===== src/nfr_pkg.sv =====
// nfr_pkg: shared types and constants of the NPI frame receiver.
// Used by nfr_cfg, nfr_parser and npi_frame_receiver; depends on nothing.
package nfr_pkg;

    localparam int BUFFER_BYTES = 128;

    // register indexes on the configuration port
    localparam logic [1:0] REG_START_BYTE  = 2'd0;
    localparam logic [1:0] REG_STORE_LIMIT = 2'd1;
    localparam logic [1:0] REG_HUNT_LIMIT  = 2'd2;

    localparam logic [7:0] START_BYTE_RST  = 8'd254;
    localparam logic [7:0] STORE_LIMIT_RST = 8'd128;
    localparam logic [3:0] HUNT_LIMIT_RST  = 4'd10;

    typedef enum logic [1:0] {
        STAT_BUSY     = 2'd0,
        STAT_OK       = 2'd1,
        STAT_CHECK    = 2'd2,
        STAT_NO_START = 2'd3
    } status_t;

    typedef enum logic [2:0] {
        PH_HUNT    = 3'd0,
        PH_LEN_LO  = 3'd1,
        PH_LEN_HI  = 3'd2,
        PH_CMD0    = 3'd3,
        PH_CMD1    = 3'd4,
        PH_PAYLOAD = 3'd5,
        PH_CHECK   = 3'd6
    } phase_t;

    // configuration as seen by the parser
    typedef struct packed {
        logic [7:0] start_byte;
        logic [7:0] store_limit;
        logic [3:0] hunt_limit;
        logic       hunt_wr;        // hunt_limit written this cycle
        logic [3:0] hunt_wr_value;
    } cfg_t;

    // one result beat
    typedef struct packed {
        logic       write_enable;
        logic [6:0] write_addr;
        logic [7:0] write_data;
        status_t    frame_status;
    } res_t;

endpackage


===== src/npi_frame_receiver.sv =====
// npi_frame_receiver: top level of the NPI serial frame receiver.
// Depends on nfr_pkg, nfr_cfg and nfr_parser.
//
// Usage:
//   in channel  (in_valid/in_ready, rx_byte): one received serial byte per beat.
//   out channel (out_valid/out_ready, write_enable, write_addr, write_data,
//   frame_status): exactly one result beat per input beat, in order.
//   cfg channel (cfg_valid/cfg_ready, cfg_index, cfg_data): register writes,
//   index 0 start_byte, 1 store_limit, 2 hunt_limit; other indexes ignored.
//   cfg_ready is always high; write only while the block is idle.
// Path: a byte accepted on the in port is held in the input register, then
//   passes through the parser logic into the output register.
// Throughput: one byte per cycle while out_ready is high; the phase
//   machine and XOR check are combinational logic between the two registers.
// Reset: registers return to their defaults and the parser hunts for the
//   start byte with the hunt counter loaded to 10; no beats are pending.
// Stall: when out_ready is low the result holds, the input register keeps
//   one byte more, and in_ready drops only once both stages are full.
module npi_frame_receiver (
    input  logic       clk,
    input  logic       rst_n,

    input  logic       cfg_valid,
    output logic       cfg_ready,
    input  logic [1:0] cfg_index,
    input  logic [7:0] cfg_data,

    input  logic       in_valid,
    output logic       in_ready,
    input  logic [7:0] rx_byte,

    output logic       out_valid,
    input  logic       out_ready,
    output logic       write_enable,
    output logic [6:0] write_addr,
    output logic [7:0] write_data,
    output logic [1:0] frame_status
);

    nfr_pkg::cfg_t cfg;
    nfr_pkg::res_t res;

    // input stage
    logic       in_full_reg;
    logic [7:0] in_byte_reg;

    // result stage
    logic          out_full_reg;
    nfr_pkg::res_t out_res_reg;

    logic advance;   // input-stage byte moves through the parser this cycle

    assign cfg_ready = 1'b1;
    assign advance   = in_full_reg && (!out_full_reg || out_ready);
    assign in_ready  = !in_full_reg || advance;

    nfr_cfg u_cfg (
        .clk       (clk),
        .rst_n     (rst_n),
        .cfg_valid (cfg_valid),
        .cfg_index (cfg_index),
        .cfg_data  (cfg_data),
        .cfg       (cfg)
    );

    nfr_parser u_parser (
        .clk     (clk),
        .rst_n   (rst_n),
        .step    (advance),
        .rx_byte (in_byte_reg),
        .cfg     (cfg),
        .res     (res)
    );

    always_ff @(posedge clk or negedge rst_n)
    begin
        if (!rst_n)
        begin
            in_full_reg <= 1'b0;
        end
        else if (in_ready)
        begin
            in_full_reg <= in_valid;
        end
    end

    always_ff @(posedge clk)
    begin
        if (in_valid && in_ready)
        begin
            in_byte_reg <= rx_byte;
        end
    end

    always_ff @(posedge clk or negedge rst_n)
    begin
        if (!rst_n)
        begin
            out_full_reg <= 1'b0;
        end
        else if (advance)
        begin
            out_full_reg <= 1'b1;
        end
        else if (out_ready)
        begin
            out_full_reg <= 1'b0;
        end
    end

    always_ff @(posedge clk)
    begin
        if (advance)
        begin
            out_res_reg <= res;
        end
    end

    assign out_valid    = out_full_reg;
    assign write_enable = out_res_reg.write_enable;
    assign write_addr   = out_res_reg.write_addr;
    assign write_data   = out_res_reg.write_data;
    assign frame_status = out_res_reg.frame_status;

endmodule


===== src/nfr_cfg.sv =====
// nfr_cfg: configuration registers of the NPI frame receiver.
// Depends on nfr_pkg.
module nfr_cfg (
    input  logic          clk,
    input  logic          rst_n,
    input  logic          cfg_valid,
    input  logic [1:0]    cfg_index,
    input  logic [7:0]    cfg_data,
    output nfr_pkg::cfg_t cfg
);

    logic [7:0] start_byte_reg;
    logic [7:0] store_limit_reg;
    logic [3:0] hunt_limit_reg;

    always_ff @(posedge clk or negedge rst_n)
    begin
        if (!rst_n)
        begin
            start_byte_reg  <= nfr_pkg::START_BYTE_RST;
            store_limit_reg <= nfr_pkg::STORE_LIMIT_RST;
            hunt_limit_reg  <= nfr_pkg::HUNT_LIMIT_RST;
        end
        else if (cfg_valid)
        begin
            case (cfg_index)
                nfr_pkg::REG_START_BYTE:  start_byte_reg  <= cfg_data;
                nfr_pkg::REG_STORE_LIMIT: store_limit_reg <= cfg_data;
                nfr_pkg::REG_HUNT_LIMIT:  hunt_limit_reg  <= cfg_data[3:0];
                default: ;
            endcase
        end
    end

    always_comb
    begin
        cfg.start_byte    = start_byte_reg;
        cfg.store_limit   = store_limit_reg;
        cfg.hunt_limit    = hunt_limit_reg;
        cfg.hunt_wr       = cfg_valid && (cfg_index == nfr_pkg::REG_HUNT_LIMIT);
        cfg.hunt_wr_value = cfg_data[3:0];
    end

endmodule


===== src/nfr_parser.sv =====
// nfr_parser: frame phase machine, counters and running XOR check.
// Depends on nfr_pkg; one byte is processed per step.
module nfr_parser (
    input  logic          clk,
    input  logic          rst_n,
    input  logic          step,
    input  logic [7:0]    rx_byte,
    input  nfr_pkg::cfg_t cfg,
    output nfr_pkg::res_t res
);

    nfr_pkg::phase_t phase_reg, phase_next;
    logic [3:0]  hunt_left_reg, hunt_left_next;
    logic [15:0] frame_length_reg, frame_length_next;
    logic [15:0] payload_seen_reg, payload_seen_next;
    logic [7:0]  check_reg, check_next;
    logic [16:0] position_reg, position_next;

    always_ff @(posedge clk or negedge rst_n)
    begin
        if (!rst_n)
        begin
            phase_reg        <= nfr_pkg::PH_HUNT;
            hunt_left_reg    <= nfr_pkg::HUNT_LIMIT_RST;
            frame_length_reg <= '0;
            payload_seen_reg <= '0;
            check_reg        <= '0;
            position_reg     <= '0;
        end
        else
        begin
            phase_reg        <= phase_next;
            hunt_left_reg    <= hunt_left_next;
            frame_length_reg <= frame_length_next;
            payload_seen_reg <= payload_seen_next;
            check_reg        <= check_next;
            position_reg     <= position_next;
        end
    end

    always_comb
    begin
        logic            frame_byte;
        logic            stored;
        logic [15:0]     seen_inc;
        nfr_pkg::status_t status;

        phase_next        = phase_reg;
        hunt_left_next    = hunt_left_reg;
        frame_length_next = frame_length_reg;
        payload_seen_next = payload_seen_reg;
        check_next        = check_reg;
        position_next     = position_reg;
        frame_byte        = 1'b1;
        status            = nfr_pkg::STAT_BUSY;
        seen_inc          = payload_seen_reg + 16'd1;

        case (phase_reg)
            nfr_pkg::PH_HUNT:
            begin
                hunt_left_next = hunt_left_reg - 4'd1;
                if (hunt_left_next == 4'd0)
                begin
                    frame_byte = 1'b0;
                    status     = nfr_pkg::STAT_NO_START;
                end
                else if (rx_byte == cfg.start_byte)
                begin
                    check_next = '0;
                    phase_next = nfr_pkg::PH_LEN_LO;
                end
                else
                begin
                    frame_byte = 1'b0;
                end
            end
            nfr_pkg::PH_LEN_LO:
            begin
                frame_length_next = {8'd0, rx_byte};
                check_next        = check_reg ^ rx_byte;
                phase_next        = nfr_pkg::PH_LEN_HI;
            end
            nfr_pkg::PH_LEN_HI:
            begin
                frame_length_next = {rx_byte, frame_length_reg[7:0]};
                check_next        = check_reg ^ rx_byte;
                phase_next        = nfr_pkg::PH_CMD0;
            end
            nfr_pkg::PH_CMD0:
            begin
                check_next = check_reg ^ rx_byte;
                phase_next = nfr_pkg::PH_CMD1;
            end
            nfr_pkg::PH_CMD1:
            begin
                check_next        = check_reg ^ rx_byte;
                payload_seen_next = '0;
                phase_next        = (frame_length_reg == 16'd0) ? nfr_pkg::PH_CHECK
                                                                : nfr_pkg::PH_PAYLOAD;
            end
            nfr_pkg::PH_PAYLOAD:
            begin
                check_next        = check_reg ^ rx_byte;
                payload_seen_next = seen_inc;
                if (seen_inc >= frame_length_reg)
                begin
                    phase_next = nfr_pkg::PH_CHECK;
                end
            end
            default:
            begin
                status = (rx_byte == check_reg) ? nfr_pkg::STAT_OK : nfr_pkg::STAT_CHECK;
            end
        endcase

        stored = frame_byte && (position_reg < {9'd0, cfg.store_limit})
                 && (position_reg < 17'(nfr_pkg::BUFFER_BYTES));

        res.write_enable = stored;
        res.write_addr   = stored ? position_reg[6:0] : 7'd0;
        res.write_data   = stored ? rx_byte : 8'd0;
        res.frame_status = status;

        if (status != nfr_pkg::STAT_BUSY)
        begin
            // end of frame or failed hunt: back to hunting
            phase_next        = nfr_pkg::PH_HUNT;
            hunt_left_next    = cfg.hunt_limit;
            frame_length_next = '0;
            payload_seen_next = '0;
            check_next        = '0;
            position_next     = '0;
        end
        else if (frame_byte)
        begin
            position_next = position_reg + 17'd1;
        end

        if (!step)
        begin
            phase_next        = phase_reg;
            hunt_left_next    = hunt_left_reg;
            frame_length_next = frame_length_reg;
            payload_seen_next = payload_seen_reg;
            check_next        = check_reg;
            position_next     = position_reg;
            // register write while hunting reloads the counter
            if (cfg.hunt_wr && phase_reg == nfr_pkg::PH_HUNT)
            begin
                hunt_left_next = cfg.hunt_wr_value;
            end
        end
    end

endmodule

===== config.mk =====
export PLATFORM = sky130hd
export DESIGN_NAME = npi_frame_receiver
export DESIGN_NICKNAME = d
export VERILOG_FILES = /design/src/nfr_pkg.sv /design/src/npi_frame_receiver.sv /design/src/nfr_cfg.sv /design/src/nfr_parser.sv
export SDC_FILE = /design/constraint.sdc
export NUM_CORES = 1
export LEC_CHECK = 0
export ABC_AREA = 1
export BUFFER_PORTS_ARGS = -buffer_cell sky130_fd_sc_hd__buf_2
export CAP_MARGIN = 10
export CORE_UTILIZATION = 66
export CTS_CLUSTER_DIAMETER = 80
export CTS_CLUSTER_SIZE = 20
export DETAILED_ROUTE_END_ITERATION = 6
export PLACE_DENSITY_LB_ADDON = 0.1
export SLEW_MARGIN = 5
export SYNTH_ARGS = -nofsm -noshare
export SYNTH_HDL_FRONTEND = slang
export SYNTH_HIERARCHICAL = 1
export SYNTH_SLANG_ARGS = --single-unit

===== constraint.sdc =====
create_clock -name clk -period 4.8 [get_ports clk]
set_input_delay 0.48 -clock clk [delete_from_list [all_inputs] [get_ports clk]]
set_output_delay 0.48 -clock clk [all_outputs]
set_load 0.02 [all_outputs]

==> impl_metrics.csv, run 1 <==
group,metric,value,unit
pwr,p_per_area,513,mW/mm^2
floorplanning,rows,35,
synth,synth_area_leaders,"dfrtp_1 (29%), edfxtp_1 (12%), nand2_1 (12%)",
timing,finalHoldViolCount,0,
place,io_buffers,42,
critical_path,worst-setup-path-type,"reg2reg",
synth,ys.flop_type,"dfrtp_1",
global_routing,grt_pass1_wl,23000,microns
synth,synth_warnings,6,
synth,ys_ff_latch,112,
layout,largest_reg_flops,17,
routing,dr.pass1.iters,7,
critical_path,reg2reg_setup_slack,2.18,ns
clocking,insertion_delay,0.39,ns
place,gp_congestion,0.912,
timing,skew,0.0111,ns
synth,synth_top_family_by_area,"simple AND/OR/NAND/NOR gates",
global_routing,grt_pass1_vias,4924,
worst_hold_path,holdPathStages,1,
global_routing,grt_start_max_net_pins,87,
floorplanning,die_h,100,microns
synth,synth_edf_count,26,
global_routing,grt_overflow,0,
clocking,post_cts_resized,0,
critical_path,required,5.08,ns
critical_path,rr_endpoint,"u_parser/phase_reg[1]",
critical_path,crit_path_top_delay_cell,"dfrtp_1",
synth,syn_area_per_cell,8.27,sq um
timing,fmax,0.381,GHz
synth,netlist_top_cells_count,"nand2_1 (204), inv_1 (100), dfrtp_1 (74)",
layout,final_nets,859,
worst_hold_path,hold_class,"in2reg",
synth,synth_mux_area_share,0,%
timing,relSlewSlack,28.8,%
clocking,path_clk_slew,0.11,ns
clocking,cts_max_path_buffers,2,
pwr,irDropWorstVdd,0.295,mV
critical_path,cp_common_cell,"nand2_1",
layout,drive_gt1_share,12.7,%
timing,rsz0062_at_grt,"false",
timing,layout_setup_ws,2.18,ns
synth,syn_nets,826,
layout,syn2layout_area_growth,6.47,%
floorplanning,ios,44,
clocking,ctsRootBufferMaster,"clkbuf_8",
synth,synth-xor-area-share,5.20,%
floorplanning,dieArea,0.0101,sq mm
critical_path,timing.rr.start,"u_parser/payload_seen_reg[0]",
routing,routed_wl,14000,microns
critical_path,endpoint_kind,"flip-flop",
place,hpwlAfterDp,10000,microns
global_routing,grt.total_usage,29.6,%
clocking,cts_htree_levels,3,
critical_path,critPathLaunchType,"flip-flop",
worst_hold_path,hold-path-endpoint,"in_byte_reg[6]",
timing,period_needed,2.62,ns
floorplanning,die_x,100,microns
synth,ys_types,40,
critical_path,critical_path_arrival,2.90,ns
synth,synthSimpleGateAreaFrac,27.9,%
timing,tightest_slew,1.07,ns
clocking,cts_buffers,9,
clocking,cts_hold_buf,0,
synth,synth_adder_area_share,5.67,%
timing,drv_slew,0,
global_routing,grt_antenna_before_repair,0,
critical_path,r2r_cells,16,
routing,num_vias,5308,
routing,vias_per_cell,5.64,
synth,synth.most_common_cell,"nand2_1",
timing,post-route-period-util,54.7,%
synth,syn_inst,774,
clocking,clock-sinks,112,
critical_path,critPathMaxFanout,5,
floorplanning,initial_utilization,68.6,%
critical_path,crit_chain,"ha_1 -> nand2_1 -> nor2_1 -> and2_1 -> nand2_1 -> nor2_1 -> xor2_1 -> inv_1 -> ha_1 -> nand2_1 -> o21ai_0 -> nor2_1 -> nand2_1 -> nand2_1 -> nand2_1 -> nand2_1",
timing,finalSetupViolations,0,
floorplanning,core,0.00933,sq mm
critical_path,crit_buf_inv,1,
synth,synth-compound-area-share,6.28,%
pwr,p_leak,3.42,nW
layout,final_cell_count_no_fill,941,
routing,drc,0,
clocking,cts_tree,"built",
timing,timing.setup.tns,0,ns
routing,antenna_left,0,
critical_path,cpLargestDelayFamily,"simple AND/OR/NAND/NOR gates",
synth,yosysTopAreaCellShare,28.9,%
critical_path,max_stage_delay,0.44,ns
synth,synth_top_area_cell,"dfrtp_1",
status,status,"complete, no violations",
routing,drt_iter0_markers,411,
clocking,post_cts_buffers,0,
worst_hold_path,min_from,"rx_byte[6]",
layout,diodes,0,
synth,netlist_area,0.00640,sq mm
synth,async_reset_ff_share,76.8,%
synth,yosysSeqAreaShare,46.1,%
place,dp_cells,925,
routing,routedWlPerCell,14.8,microns
job,cap_violations,0,
place,place_worst_setup_slack,2.30,ns
power by group:
| group | leakage (nW) | internal (mW) | switching, mW |
|---|---|---|---|
| clock network | 0.0964 | 0.199 | 0.342 |
| logic | 1.98 | 0.515 | 0.977 |
| registers | 1.34 | 1.25 | 0.209 |
how the worst max path moves through the flow:
stage / cells past startpoint / to / startpoint
global route: 16 / u_parser/phase_reg[1] / u_parser/payload_seen_reg[0]
finish: 16 / u_parser/phase_reg[1] / u_parser/payload_seen_reg[0]
global placement: 7 / u_parser/payload_seen_reg[10] / out_ready
floorplan: 5 / u_parser/payload_seen_reg[10] / out_valid
detailed placement: 7 / u_parser/payload_seen_reg[10] / out_ready
CTS: 16 / u_parser/phase_reg[1] / u_parser/payload_seen_reg[0]
cells by family after synthesis:
family                     count (synthesis)
and+or+nand+nor                          397
buffers and inverters                    126
DFF                                      112
AOI/OAI and AO/OA                         71
xor gates and xnor gates                  38
adders and majority gates                 29
other                                      1
cells in the final DEF, fill, tap and decap left out, types with 3 or more instances in the layout:
| cell | n |
|---|---|
| dfstp_2 | 12 |
| nor3_1 | 16 |
| edfxtp_1 | 26 |
| a21oi_1 | 21 |
| ha_1 | 29 |
| nor2_2 | 4 |
| clkbuf_8 | 9 |
| dfrtp_1 | 74 |
| o21ai_1 | 7 |
| nand2_2 | 3 |
| nor2_1 | 68 |
| xnor2_1 | 8 |
| o21ai_2 | 8 |
| xor2_1 | 30 |
| nand2_1 | 204 |
| o22ai_1 | 8 |
| nand3_1 | 54 |
| buf_2 | 41 |
| o21ai_0 | 23 |
| inv_2 | 4 |
| nand3_2 | 3 |
| inv_1 | 100 |
| nand4_1 | 32 |
worst reg2reg max path, delay by kind of cell, from the launching register on:
family	cells	cell delay (ns)
AOI/OAI and AO/OA	1	0.23
xor gates and xnor gates	1	0.22
adders and majority gates	2	0.46
buffers and inverters	1	0.07
DFF	1	0.44
and+or+nand+nor	11	1.11
per-layer routing:
metal  track usage, %  wire length, microns  up-vias
li1                 -                     -     2566
met1             40.0                  6170     2495
met2             46.4                  6420      215
met3             6.59                  1060       32
met4             12.4                   310        0
met5                0                     0        -
stage by stage:
step | hold slack (ns) | area, sq um | util, % | power [mW]
5_1_grt | 0.236 | 6810 | 73.0 | 3.75
6_report | 0.260 | 6810 | 73.0 | 3.49
3_5_place_dp | 0.462 | 6620 | 71.0 | 2.93
3_3_place_gp | 0.458 | 6620 | 71.0 | 2.84
2_1_floorplan | 0.184 | 6400 | - | 2.59
4_1_cts | 0.248 | 6810 | 73.0 | 3.48
layout make-up:
| class | count | area [sq um] |
|---|---|---|
| flip-flops and latches | 112 | 2950 |
| multi-input cells | 536 | 2900 |
| fillers | 740 | 2520 |
| inverters | 105 | 397 |
| repair buffers | 43 | 220 |
| well taps | 129 | 161 |
| clock buffers | 9 | 124 |
| clock inverters | 7 | 63.8 |
Note: power is estimated with default switching activity, not from simulation.
==> run 2: changes to the inputs <==
--- a/config.mk
+++ b/config.mk
@@ -8,7 +8,7 @@
 export ABC_AREA = 1
 export BUFFER_PORTS_ARGS = -buffer_cell sky130_fd_sc_hd__buf_2
 export CAP_MARGIN = 10
-export CORE_UTILIZATION = 66
+export CORE_UTILIZATION = 55
 export CTS_CLUSTER_DIAMETER = 80
 export CTS_CLUSTER_SIZE = 20
 export DETAILED_ROUTE_END_ITERATION = 6
==> constraint.sdc (replaced) <==
create_clock -name clk -period 2.2 [get_ports clk]
set_input_delay 0.22 -clock clk [delete_from_list [all_inputs] [get_ports clk]]
set_output_delay 0.22 -clock clk [all_outputs]
set_load 0.02 [all_outputs]
==> run 2 against run 1 <==
Compared with the run above:
- the flow now finishes with violations (negative setup slack)
- critical path type unchanged
- critical path depth is 1 higher
- clock power increased to 3.0 times the previous value
- die area increased by 20%
- critical endpoint is now u_parser/phase_reg[0]
- wire length up 4.1%
- sequential power grew 120%
- via count is 0.23% lower
- sequential share of layout area down 3.6 points
- global-route usage fell by 4.2 points
- core utilization shrank 7.7 points
- count of clock-buffer cells in the layout is the same
==> impl_metrics.csv, run 2 (synthesis gave the netlist of run 1 again) <==
group,metric,value,unit
place,hpwlAfterDp,10600,microns
worst_hold_path,hold_class,"in2reg",
critical_path,endpoint_kind,"flip-flop",
pwr,clkPwrFrac,19.3,%
layout,drive_gt1_share,20.6,%
pwr,switching_share,41.8,%
floorplanning,dieArea,0.0121,sq mm
timing,drv_slew,0,
critical_path,critPathMaxFanout,3,
floorplanning,ios,44,
timing,finalSetupViolations,3,
layout,largest_reg_flops,17,
routing,drc,0,
timing,post-route-period-util,110,%
pwr,comb_power_share,43.6,%
global_routing,grt_antenna_before_repair,0,
pwr,irDropWorstVdd,0.797,mV
routing,drt_iter0_markers,336,
timing,finalHoldViolCount,0,
layout,final_cell_mix,"nand2_1 (195), inv_1 (96), dfrtp_1 (74), nor2_1 (63), nand3_1 (50)",
status,status,"finished with violations",
routing,num_vias,5296,
timing,timing.setup.tns,-0.657,ns
pwr,p_per_area,1140,mW/mm^2
critical_path,critical_path_arrival,2.68,ns
critical_path,worst-setup-path-type,"reg2reg",
layout,final_nets,900,
status,violations,"negative setup slack",
routing,vias_per_cell,5.32,
pwr,p_int,4.93,mW
clocking,clock-sinks,112,
clocking,path_clk_slew,0.07,ns
job,cap_violations,0,
global_routing,grt_pass1_vias,5060,
global_routing,grt_start_max_net_pins,44,
pwr,totalPowerFinal,8.47,mW
timing,rsz0062_at_grt,"true",
timing,tightest_slew,0.550,ns
pwr,p_leak,3.71,nW
global_routing,grt_pass1_wl,23400,microns
timing,relSlewSlack,63.3,%
global_routing,grt.total_usage,25.4,%
place,place_worst_setup_slack,-0.210,ns
place,io_buffers,42,
timing,skew,0.0158,ns
place,gp_congestion,0.917,
timing,layout_setup_ws,-0.226,ns
layout,syn2layout_area_growth,16.1,%
clocking,cts_buffers,9,
routing,routedWlPerCell,14.6,microns
floorplanning,die_x,110,microns
floorplanning,core,0.0114,sq mm
clocking,cts_htree_levels,3,
clocking,ctsRootBufferMaster,"clkbuf_16",
timing,fmax,0.412,GHz
layout,final_common_cell,"nand2_1",
clocking,cts_tree,"built",
critical_path,required,2.45,ns
routing,dr.pass1.iters,5,
routing,routed_wl,14500,microns
timing,period_needed,2.43,ns
critical_path,critPathLaunchType,"flip-flop",
routing,antenna_left,0,
layout,diodes,0,
clocking,cts_max_path_buffers,2,
global_routing,grt_overflow,0,
place,dp_cells,970,
layout,final_cell_count_no_fill,996,
pwr,p_sw,3.54,mW
pwr,seq_power_share,37.1,%
floorplanning,initial_utilization,56.3,%
floorplanning,die_h,110,microns
floorplanning,rows,39,
clocking,insertion_delay,0.37,ns
run 2: cell count changes in the layout (fill, tap and decap cells not counted), sizes merged:
cell         change
dlygate4sd3      +1
buf             +40
clkinv           -1
clkinvlp         +1
run 2: power groups by stage:
stage	registers, mW	clock network [mW]	logic (mW)
2_1_floorplan	3.14	0	2.52
3_3_place_gp	3.15	0	3.26
3_5_place_dp	3.16	0	3.40
4_1_cts	3.13	1.67	3.51
5_1_grt	3.21	1.75	4.14
6_report	3.14	1.64	3.69
run 2: final cells by class:
type / count / area [sq um]
Clock inverter: 7 / 76.3
Clock buffer: 9 / 225
Fill cell: 952 / 3940
Sequential cell: 112 / 2950
Timing Repair Buffer: 84 / 559
Inverter: 105 / 397
Multi-Input combinational cell: 536 / 3040
Tap cell: 143 / 179
run 2: metrics by stage:
step           util (%)  area (sq um)  hold WS (ns)
2_1_floorplan         -          6400       -0.0756
3_5_place_dp       60.7          6900         0.135
3_3_place_gp       60.7          6900         0.131
6_report           65.3          7430        0.0302
5_1_grt            65.3          7430        0.0162
4_1_cts            64.1          7290        0.0225
run 2: critical path: stages, from the launching register on:
cell	delay (ns)
dfrtp_1	0.40
ha_2	0.21
nand2_2	0.07
nor2_2	0.13
and2_4	0.19
nand2_4	0.05
xor2_2	0.16
inv_1	0.06
ha_1	0.28
inv_2	0.07
nor3_2	0.05
nor3_1	0.19
nand2_1	0.09
nand2_1	0.08
nand2_2	0.07
buf_6	0.13
nand3_2	0.05
nand2_1	0.05
run 2: worst paths after layout:
kind,slack (ns),to,cells after the start,from
worst max-delay path,-0.23,u_parser/phase_reg[0],17,u_parser/payload_seen_reg[1]
worst min-delay path,0.03,in_byte_reg[1],1,rx_byte[1]
worst max register to register,-0.23,u_parser/phase_reg[0],17,u_parser/payload_seen_reg[1]
worst min register to register,0.47,u_cfg/start_byte_reg[3],2,u_cfg/start_byte_reg[3]
max in group asynchronous,1.23,u_cfg/hunt_limit_reg[3],3,rst_n
min in group asynchronous,0.30,u_parser/check_reg[5],2,rst_n
run 2: layer usage:
metal | track usage [%] | vias up | part of all wire (%)
met5 | 0 | - | 0
met1 | 33.4 | 2488 | 46
met4 | 10.1 | 0 | 2.1
li1 | - | 2643 | -
met2 | 41.0 | 143 | 47
met3 | 5.16 | 22 | 4.9
run 2: repair_timing:
action	4_1_cts	5_1_grt
setup buffers	3	6
hold buffers	1	0
setup endpoints to repair	3	56
gates resized for setup	13	25
hold endpoints to repair	19	0
pin swaps	11	11
